===== config.mk =====
export PLATFORM = sky130hd
export DESIGN_NAME = dna_two_bit_packer_with_exceptions_unit_flat
export DESIGN_NICKNAME = d
export VERILOG_FILES = /design/src/rtl/dnap_pkg.sv /design/src/rtl/dnap_if.sv /design/src/rtl/dnap_decode.sv /design/src/rtl/dnap_pack.sv /design/src/rtl/dna_two_bit_packer_with_exceptions_unit.sv /design/src/flat_wrapper.sv
export VERILOG_INCLUDE_DIRS = /design/src /design/src/rtl
export SDC_FILE = /design/constraint.sdc
export NUM_CORES = 1
export LEC_CHECK = 0
export BUFFER_PORTS_ARGS = -buffer_cell sky130_fd_sc_hd__buf_2
export CAP_MARGIN = 10
export CORE_AREA = 3 3 108 110
export DETAILED_ROUTE_END_ITERATION = 10
export DIE_AREA = 0 0 111 113
export MAX_ROUTING_LAYER = met4
export PLACE_DENSITY = 0.78
export REMOVE_ABC_BUFFERS = 1
export SYNTH_ARGS = -nofsm -noshare
export SYNTH_HDL_FRONTEND = slang
export SYNTH_HIERARCHICAL = 1
export SYNTH_SLANG_ARGS = --single-unit

===== constraint.sdc =====
create_clock -name i_clk -period 4.31 [get_ports i_clk]
set_clock_uncertainty 0.05 [all_clocks]
set_input_delay 1.293 -clock i_clk [delete_from_list [all_inputs] [get_ports i_clk]]
set_output_delay 1.293 -clock i_clk [all_outputs]
set_load 0.005 [all_outputs]

===== src/rtl/assert_macros.svh =====
// concurrent assertion helpers shared by the rtl
`ifndef ASSERT_MACROS_SVH
`define ASSERT_MACROS_SVH

`ifndef ASSERT_OFF

// checked on every rising edge outside of reset
`define ASSERT_RST(lbl, clk, rst_n, prop, msg) \
    lbl: assert property (@(posedge clk) disable iff (!rst_n) prop) else $error(msg);

// checked on every rising edge, reset included
`define ASSERT_ALWAYS(lbl, clk, prop, msg) \
    lbl: assert property (@(posedge clk) prop) else $error(msg);

`else

`define ASSERT_RST(lbl, clk, rst_n, prop, msg)
`define ASSERT_ALWAYS(lbl, clk, prop, msg)

`endif

`endif


===== src/rtl/dnap_pkg.sv =====
package dnap_pkg;

    localparam int POSITION_BITS = 32;
    localparam int WORD_BASES    = 32;
    localparam int WORD_SHIFT    = $clog2(WORD_BASES);
    localparam int INDEX_BITS    = 27;

    typedef logic [7:0]               t_char;
    typedef logic [1:0]               t_code;
    typedef logic [1:0]               t_pack_count;
    typedef logic [7:0]               t_packed;
    typedef logic [WORD_BASES-1:0]    t_word;
    typedef logic [WORD_SHIFT-1:0]    t_word_count;
    typedef logic [INDEX_BITS-1:0]    t_word_index;
    typedef logic [POSITION_BITS-1:0] t_position;

    localparam t_char CASE_FOLD_MASK = 8'hDF;
    localparam t_char CHAR_A = 8'h41;
    localparam t_char CHAR_C = 8'h43;
    localparam t_char CHAR_G = 8'h47;
    localparam t_char CHAR_T = 8'h54;

    localparam t_code CODE_A = 2'd0;
    localparam t_code CODE_C = 2'd1;
    localparam t_code CODE_G = 2'd2;
    localparam t_code CODE_T = 2'd3;

    localparam t_pack_count LAST_IN_BYTE = 2'd3;
    localparam t_word_count LAST_IN_WORD = t_word_count'(WORD_BASES - 1);

    typedef struct packed {
        t_code code;
        logic  bad;
    } t_base;

    // upper-case fold, then map to a 2-bit code; anything else is an exception
    function automatic t_base decode_base(input t_char ch);
        t_char folded;
        t_base res;
        folded   = ch & CASE_FOLD_MASK;
        res.code = CODE_A;
        res.bad  = 1'b0;
        case (folded)
            CHAR_A:  res.code = CODE_A;
            CHAR_C:  res.code = CODE_C;
            CHAR_G:  res.code = CODE_G;
            CHAR_T:  res.code = CODE_T;
            default: res.bad  = 1'b1;
        endcase
        return res;
    endfunction

endpackage


===== src/rtl/dnap_if.sv =====
// raw character stream into the block
interface dnap_in_if;
    import dnap_pkg::*;
    logic  valid;
    logic  ready;
    t_char base_char;
    modport source (output valid, output base_char, input ready);
    modport sink   (input valid, input base_char, output ready);
endinterface

// decoded base between the input stage and the packer
interface dnap_base_if;
    import dnap_pkg::*;
    logic  valid;
    logic  ready;
    t_base base;
    modport source (output valid, output base, input ready);
    modport sink   (input valid, input base, output ready);
endinterface

// packed byte plus optional exception word
interface dnap_out_if;
    import dnap_pkg::*;
    logic        valid;
    logic        ready;
    t_packed     packed_byte;
    logic        exception_valid;
    t_word       exception_word;
    t_word_index word_index;
    modport source (output valid, output packed_byte, output exception_valid,
                    output exception_word, output word_index, input ready);
    modport sink   (input valid, input packed_byte, input exception_valid,
                    input exception_word, input word_index, output ready);
endinterface


===== src/rtl/dnap_decode.sv =====
module dnap_decode (
    input  logic        i_clk,
    input  logic        i_rst_n,
    dnap_in_if.sink     i_char,
    dnap_base_if.source o_base
);
    import dnap_pkg::*;

    logic  r_valid;
    t_char r_char;

    assign i_char.ready = !r_valid || o_base.ready;
    assign o_base.valid = r_valid;
    assign o_base.base  = decode_base(r_char);

    always_ff @(posedge i_clk) begin
        if (!i_rst_n) begin
            r_valid <= 1'b0;
        end else if (i_char.valid && i_char.ready) begin
            r_valid <= 1'b1;
        end else if (o_base.ready) begin
            r_valid <= 1'b0;
        end
    end

    always_ff @(posedge i_clk) begin
        if (i_char.valid && i_char.ready) begin
            r_char <= i_char.base_char;
        end
    end

endmodule


===== src/rtl/dnap_pack.sv =====
module dnap_pack (
    input  logic       i_clk,
    input  logic       i_rst_n,
    dnap_base_if.sink  i_base,
    dnap_out_if.source o_result
);
    import dnap_pkg::*;

    t_packed     r_pack_shift;
    t_pack_count r_pack_count;
    t_word       r_exc_shift;
    t_word_count r_exc_count;
    t_position   r_position;

    logic        r_out_valid;
    t_packed     r_out_byte;
    logic        r_out_exc_valid;
    t_word       r_out_word;
    t_word_index r_out_index;

    logic        take;
    logic        byte_done;
    logic        word_done;
    logic        word_flag;
    t_packed     n_pack_shift;
    t_word       n_exc_shift;

    assign i_base.ready = !r_out_valid || o_result.ready;
    assign take         = i_base.valid && i_base.ready;

    // four codes or 32 flags fully replace the old contents, so no clearing
    assign n_pack_shift = {r_pack_shift[5:0], i_base.base.code};
    assign n_exc_shift  = {r_exc_shift[WORD_BASES-2:0], i_base.base.bad};
    assign byte_done    = r_pack_count == LAST_IN_BYTE;
    assign word_done    = r_exc_count == LAST_IN_WORD;
    assign word_flag    = word_done && (n_exc_shift != '0);

    always_ff @(posedge i_clk) begin
        if (!i_rst_n) begin
            r_pack_shift <= '0;
            r_pack_count <= '0;
            r_exc_shift  <= '0;
            r_exc_count  <= '0;
            r_position   <= '0;
            r_out_valid  <= 1'b0;
        end else begin
            if (take) begin
                r_pack_shift <= n_pack_shift;
                r_pack_count <= r_pack_count + 1'b1;
                r_exc_shift  <= n_exc_shift;
                r_exc_count  <= r_exc_count + 1'b1;
                r_position   <= r_position + 1'b1;
            end
            if (take && byte_done) begin
                r_out_valid <= 1'b1;
            end else if (o_result.ready) begin
                r_out_valid <= 1'b0;
            end
        end
    end

    always_ff @(posedge i_clk) begin
        if (take && byte_done) begin
            r_out_byte      <= n_pack_shift;
            r_out_exc_valid <= word_flag;
            r_out_word      <= word_flag ? n_exc_shift : '0;
            r_out_index     <= word_flag ? t_word_index'(r_position >> WORD_SHIFT) : '0;
        end
    end

    assign o_result.valid           = r_out_valid;
    assign o_result.packed_byte     = r_out_byte;
    assign o_result.exception_valid = r_out_exc_valid;
    assign o_result.exception_word  = r_out_word;
    assign o_result.word_index      = r_out_index;

endmodule


===== src/rtl/dna_two_bit_packer_with_exceptions_unit.sv =====
// two-bit nucleotide packer: one sequence character per transaction on i_base,
// folded to upper case; A, C, G, T map to codes 0..3 and any other byte maps
// to code 0 and sets its flag in a 32-base exception word (latest base in
// bit 0). every fourth character yields one result transaction on o_result
// holding the packed byte (first base in bits 7..6); on every 32nd character
// the same result also carries the exception word and its word index
// (base position / 32, low 27 bits), with exception_valid high only when the
// word is nonzero, and all exception fields zero otherwise. the base position
// counter wraps at 2^32. the block takes one character per clock cycle while
// o_result is being drained; a character is held in the input register and
// is then folded into the result register, and the result register offers
// each finished result on o_result. the result register frees up for the
// next item in the same cycle it is taken; while a finished result waits
// unaccepted the packer takes nothing, and the input stalls once the input
// register holds a character
`include "assert_macros.svh"

module dna_two_bit_packer_with_exceptions_unit (
    input  logic       i_clk,
    input  logic       i_rst_n,
    dnap_in_if.sink    i_base,
    dnap_out_if.source o_result
);
    import dnap_pkg::*;

    // decoded base channel between input register and packer
    dnap_base_if w_base ();

    // input register and character decode
    dnap_decode u_decode (
        .i_clk   (i_clk),
        .i_rst_n (i_rst_n),
        .i_char  (i_base),
        .o_base  (w_base.source)
    );

    // packing shifters, counters and result register
    dnap_pack u_pack (
        .i_clk    (i_clk),
        .i_rst_n  (i_rst_n),
        .i_base   (w_base.sink),
        .o_result (o_result)
    );

    // a flagged exception word is never empty
    `ASSERT_RST(a_exc_nonzero, i_clk, i_rst_n, (o_result.valid && o_result.exception_valid) |-> (o_result.exception_word != '0), "exception word flagged but empty")

    // without a flagged word the exception fields are zero
    `ASSERT_RST(a_exc_clear, i_clk, i_rst_n, (o_result.valid && !o_result.exception_valid) |-> (o_result.exception_word == '0 && o_result.word_index == '0), "exception fields not cleared")

    // an accepted character sits in the input register on the next cycle
    `ASSERT_RST(a_in_stage, i_clk, i_rst_n, (i_base.valid && i_base.ready) |=> w_base.valid, "accepted character lost")

endmodule


===== src/flat_wrapper.sv =====
// flat-port wrapper written by rule: the top's interface ports become plain ports
module dna_two_bit_packer_with_exceptions_unit_flat import dnap_pkg::*;
  (i_clk, i_rst_n, i_base_valid, i_base_base_char, i_base_ready, o_result_valid, o_result_packed_byte, o_result_exception_valid, o_result_exception_word, o_result_word_index, o_result_ready);
  dnap_in_if i_base_i ();
  dnap_out_if o_result_i ();
  input  logic i_clk;
  input  logic i_rst_n;
  input wire logic [$bits(i_base_i.valid)-1:0] i_base_valid;
  input wire logic [$bits(i_base_i.base_char)-1:0] i_base_base_char;
  output wire logic [$bits(i_base_i.ready)-1:0] i_base_ready;
  output wire logic [$bits(o_result_i.valid)-1:0] o_result_valid;
  output wire logic [$bits(o_result_i.packed_byte)-1:0] o_result_packed_byte;
  output wire logic [$bits(o_result_i.exception_valid)-1:0] o_result_exception_valid;
  output wire logic [$bits(o_result_i.exception_word)-1:0] o_result_exception_word;
  output wire logic [$bits(o_result_i.word_index)-1:0] o_result_word_index;
  input wire logic [$bits(o_result_i.ready)-1:0] o_result_ready;
  assign i_base_i.valid = i_base_valid;
  assign i_base_i.base_char = i_base_base_char;
  assign i_base_ready = i_base_i.ready;
  assign o_result_valid = o_result_i.valid;
  assign o_result_packed_byte = o_result_i.packed_byte;
  assign o_result_exception_valid = o_result_i.exception_valid;
  assign o_result_exception_word = o_result_i.exception_word;
  assign o_result_word_index = o_result_i.word_index;
  assign o_result_i.ready = o_result_ready;
  dna_two_bit_packer_with_exceptions_unit u_core (.i_clk(i_clk), .i_rst_n(i_rst_n), .i_base(i_base_i), .o_result(o_result_i));
endmodule

---- Word-level counts from Yosys, hierarchy flattened ----
Cells that the tools add are included.
word-level totals
  register bits ........................... 154
  bits of input ports ..................... 12
  output and inout bits ................... 70
  logic and storage cells ................. 39
operators by class
  add/sub/neg operators ................... 3
  equal/unequal tests ..................... 6
  mux-type cells .......................... 6
  reduce and logical (&&, ||, !) cells .... 12
operators by type and width
  cell                   number
  $add 32x1->32 const B  1
  $reduce_bool 32->1     1
  $eq 7x6->1 const B     4
  $pmux 2 s3             1
  $add 5x1->5 const B    1
  $eq 5x5->1 const B     1
  $mux 1                 5
  $logic_and 1x1->1      4
  $reduce_bool 2->1      2
  $reduce_or 4->1        1
  $add 2x1->2 const B    1
  $eq 2x2->1 const B     1
  $logic_not 1->1        2
  $logic_or 1x1->1       2

---- Longest topological paths before layout ----
  depth in word-level cells ............... 5
  depth in mapped cells ................... 8

---- By module ----
The synthesis kept the hierarchy.
modules (own cells, without submodules)
  module       times used  cells each  area each (um^2)
  dnap_pack    1           534         5,751.8
  dnap_decode  1           25          329.1

---- Least setup slack after synthesis ----
No wires, ideal clock.
  path type ............................... input to register
  start ................................... input o_result_ready
  end ..................................... register u_core.u_pack.r_out_exc_valid (netlist: u_core/u_pack/o_result.exception_valid) (enable)
  setup time .............................. 434 ps
  arrival time ............................ 3,440 ps
  data required time ...................... 3,826 ps
  path slack .............................. 386 ps
  stages on the path ...................... 3
  path buffers ............................ 1
  cell sequence ........................... nand2b_1 clkbuf_1 and3_1
between the ends
  longest elaborated chain between the ends .. 3
RTL lines
  what                     RTL line            RTL
  start, declared          flat_wrapper.sv:16  input wire logic [$bits(o_result_i.ready)-1:0] o_result_ready;
  $logic_or 1x1->1         dnap_pack.sv:28     assign i_base.ready = !r_out_valid || o_result.ready;
  via u_core.w_base.ready  dnap_if.sv:15       logic ready;
  $logic_and 1x1->1        dnap_pack.sv:29     assign take = i_base.valid && i_base.ready;
  $logic_and 1x1->1        dnap_pack.sv:63     if (take && byte_done) begin
  end signal, assigned     dnap_pack.sv:65     r_out_exc_valid <= word_flag;
  end, declared            dnap_pack.sv:17     logic r_out_exc_valid;
The timed path passes the listed nets, and every way through them passes these cells.
A chain may end at the register's enable or synchronous reset.

---- Final worst setup path ----
  start ................................... input o_result_ready
  end ..................................... output i_base_ready
between the ends
  longest elaborated chain between the ends .. 2
RTL lines
  what                     RTL line            RTL
  $logic_or 1x1->1         dnap_pack.sv:28
  via u_core.w_base.ready  dnap_if.sv:15
  $logic_or 1x1->1         dnap_decode.sv:12   assign i_char.ready = !r_valid || o_base.ready;
  end, declared            flat_wrapper.sv:10  output wire logic [$bits(i_base_i.ready)-1:0] i_base_ready;
The timed path passes the listed nets, and every way through them passes these cells.

==> metrics <==
result of the run finished clean; number of max-slew violations in the final report 0; buffer count from post-CTS setup fixing 0; path type of the worst setup path input port to output port; Clock transition at path regs 0.06 ns; first element of the critical path o_result_ready; number of antenna violations at the first check in global routing 0; Placement Rows 38; fraction of layout cells with a size suffix above 1 18.9%; r2r endpoint u_core/u_pack/o_result.exception_word[3]; Commonest cells post-synth nand2_1, dfxtp_1, edfxtp_1; dominant cells by area after synthesis edfxtp_1, dfxtp_1, and2_1; CORE AREA 10,800 µm²; arrival time of data at the critical path endpoint 2.03 ns; end of the critical path i_base_ready; effective utilization at floorplan 56.3%; register-to-register setup slack 1.76 ns; total global-route track usage 18.6%; power density over cell area 419 nW/µm²; origin of the critical flop-to-flop path u_core/u_decode/r_char[0]; maximum number of pins on one net before global-route repair 64; post-synthesis sequential area ratio 62.7%; area added between synthesis and finish 17.3%; number of H-tree branching levels 4; final net count 647; clock period minus final worst setup slack 3.38 ns; Routed WL per cell 13.8 µm; final weighted congestion of routability-driven global placement 0.767; maximum fanout along the worst path 15; crit path capture type output port; initial DRC count 247; DR vias 4,220; Longest Clk Path Bufs 2; peak supply drop 260 µV; overflow left after global routing 0; clock tree sinks 153; dominant cell type by area after synthesis edfxtp_1; router iterations before antenna repair 5; worst-case headroom to the max-slew limit 29.8%; Detailed Route WL 10.9 mm; final setup fails 0; Mean Syn Cell Area 10.9 µm²; summed instance area of the synthesized netlist 6080 µm²; Distinct cells, synth 36; Post-CTS Hold Buffers 0; post-detail-place hpwl 6.96 mm; most frequent cell after synthesis nand2_1; CTS buffer count 17; Worst Tran Pin Value 1.05 ns; Port Buffers 80; EDFF count, synth 75; total of max-cap violations 0; Final Cell Area 7130 µm²; Synthesis Warnings 6; startpoint class of the critical path input port; width of the die 111 µm; CP required 2.97 ns; Gates resized, CTS repair 0; number of hold violations in the final report 0; count of state elements after synthesis 153; first-pass GRT wire length 18.6 mm; unrepaired setup endpoints after global routing false; DIE HEIGHT 113 µm; Cells after Synth 559; share of flip-flops with an asynchronous set or reset after synthesis 0%; peak clock frequency supported by timing 296 MHz; post-detailed-route via-to-cell ratio 5.38; Tightest Hold Check Type flip-flop to flip-flop; leading register cell type out of synthesis dfxtp_1; Cell Area, Placed 6560 µm²; clock latency at the later pin of the worst-skew pair 0.52 ns; post-detailed-route count of antenna-violating nets 0; worst reg-to-reg path cell count 8; fin crit share 78.3%; root buffer cell clkbuf_8; area share of the largest cell type after synthesis 37.0%; drc violations 0; via count of the first global-routing pass 3,962; standby leakage power 2.34 nW; CTS tree built; setup TNS 0 ns; total I/O pin count 82; antenna diode instance count 0; die footprint 12,500 µm²
-- worst min path at each step --
stage | start | end | depth (start not counted)
CTS | u_core/u_pack/r_pack_shift[5] | u_core/u_pack/o_result.packed_byte[7] | 0
floorplan | u_core/u_pack/r_pack_shift[4] | u_core/u_pack/o_result.packed_byte[6] | 0
global placement | u_core/u_pack/r_pack_shift[5] | u_core/u_pack/o_result.packed_byte[7] | 0
detailed placement | u_core/u_pack/r_pack_shift[5] | u_core/u_pack/o_result.packed_byte[7] | 0
global route | u_core/u_pack/r_pack_shift[4] | u_core/u_pack/o_result.packed_byte[6] | 0
finish | u_core/u_pack/r_pack_shift[5] | u_core/u_pack/o_result.packed_byte[7] | 0
-- metal layers --
| metal | vias to the layer above | wire, µm | GRT usage (%) |
|---|---|---|---|
| met5 | - | 0 | - |
| met4 | 0 | 101 | 7.14 |
| met3 | 9 | 602 | 5.29 |
| met2 | 101 | 5360 | 29.8 |
| met1 | 1990 | 4790 | 22.5 |
| li1 | 2120 | - | - |
-- worst max-delay path, stage by stage --
cell,delay (ns)
buf_2,0.09
nand2b_1,0.13
buf_4,0.18
nand2b_1,0.18
buf_2,0.16
-- report_power, final --
part	switching [mW]	internal, mW	total (mW)
sequential	0.00863	1.52	1.53
combinational	0.0368	0.0157	0.0525
clock	0.550	0.853	1.40
-- placed cells by master (no fill, tap or decap), types with 2 or more instances in the layout --
master / instances
clkinv_4: 2
o21ai_0: 4
edfxtp_1: 75
clkinvlp_4: 2
nor4_1: 16
mux2i_1: 8
and2_1: 64
nand4_4: 2
clkbuf_1: 2
buf_4: 6
inv_1: 5
o311ai_0: 6
and3_1: 7
xnor2_1: 3
or3_1: 4
dfxtp_1: 78
nand2_1: 103
o41ai_1: 6
bufinv_16: 2
or4_1: 6
xor2_1: 9
clkbuf_8: 3
nor2_1: 14
o31ai_1: 6
nand4_1: 10
clkbuf_16: 16
and4_1: 5
clkinv_2: 4
nand2b_1: 17
nand3_1: 13
ha_1: 4
a21oi_1: 52
buf_2: 80
-- flip-flops by register name, summed over array words and instances (netlist names) --
name                                    cells
u_core/u_pack/o_result.word_index          27
u_core/u_pack/r_pack_shift                  6
u_core/u_pack/r_pack_count                  2
u_core/u_pack/o_result.packed_byte          8
u_core/u_pack/o_result.exception_word      32
u_core/u_pack/r_exc_shift                  31
u_core/u_decode/o_base.valid                1
u_core/u_pack/r_position                   32
u_core/u_pack/o_result.exception_valid      1
u_core/u_pack/o_result.valid                1
u_core/u_pack/r_exc_count                   5
u_core/u_decode/r_char                      7
-- kinds of logic (layout without fill, tap and decap cells) --
kind of cell,Yosys count,in the layout,synth area share [%]
AOI/OAI and AO/OA,77,77,7.45
xor gates and xnor gates,12,12,1.73
adders and majority gates,4,4,0.823
buffers and inverters,39,124,2.65
DFF,153,153,62.7
muxes,8,8,1.32
and+or+nand+nor,266,266,23.3
-- through the flow --
stage / utilization [%] / setup slack [ns] / power (mW) / cells / hold WS (ns)
2_1_floorplan: - / 0.495 / 1.59 / 526 / 0.358
3_3_place_gp: 60.8 / 0.940 / 1.61 / 752 / 0.366
3_5_place_dp: 60.8 / 0.932 / 1.62 / 752 / 0.374
4_1_cts: 66.1 / 0.926 / 3.01 / 784 / 0.388
5_1_grt: 66.1 / 0.876 / 3.10 / 784 / 0.408
6_report: 66.1 / 0.935 / 2.99 / 784 / 0.389
-- layout make-up --
| type | count | area [µm²] |
|---|---|---|
| flip-flops and latches | 153 | 3810 |
| clock inverters | 11 | 121 |
| inverters | 6 | 22.5 |
| multi-input cells | 367 | 2110 |
| well taps | 140 | 175 |
| repair buffers | 86 | 445 |
| fillers | 799 | 3660 |
| clock buffers | 21 | 449 |
Power figures use the tool's default switching activity.
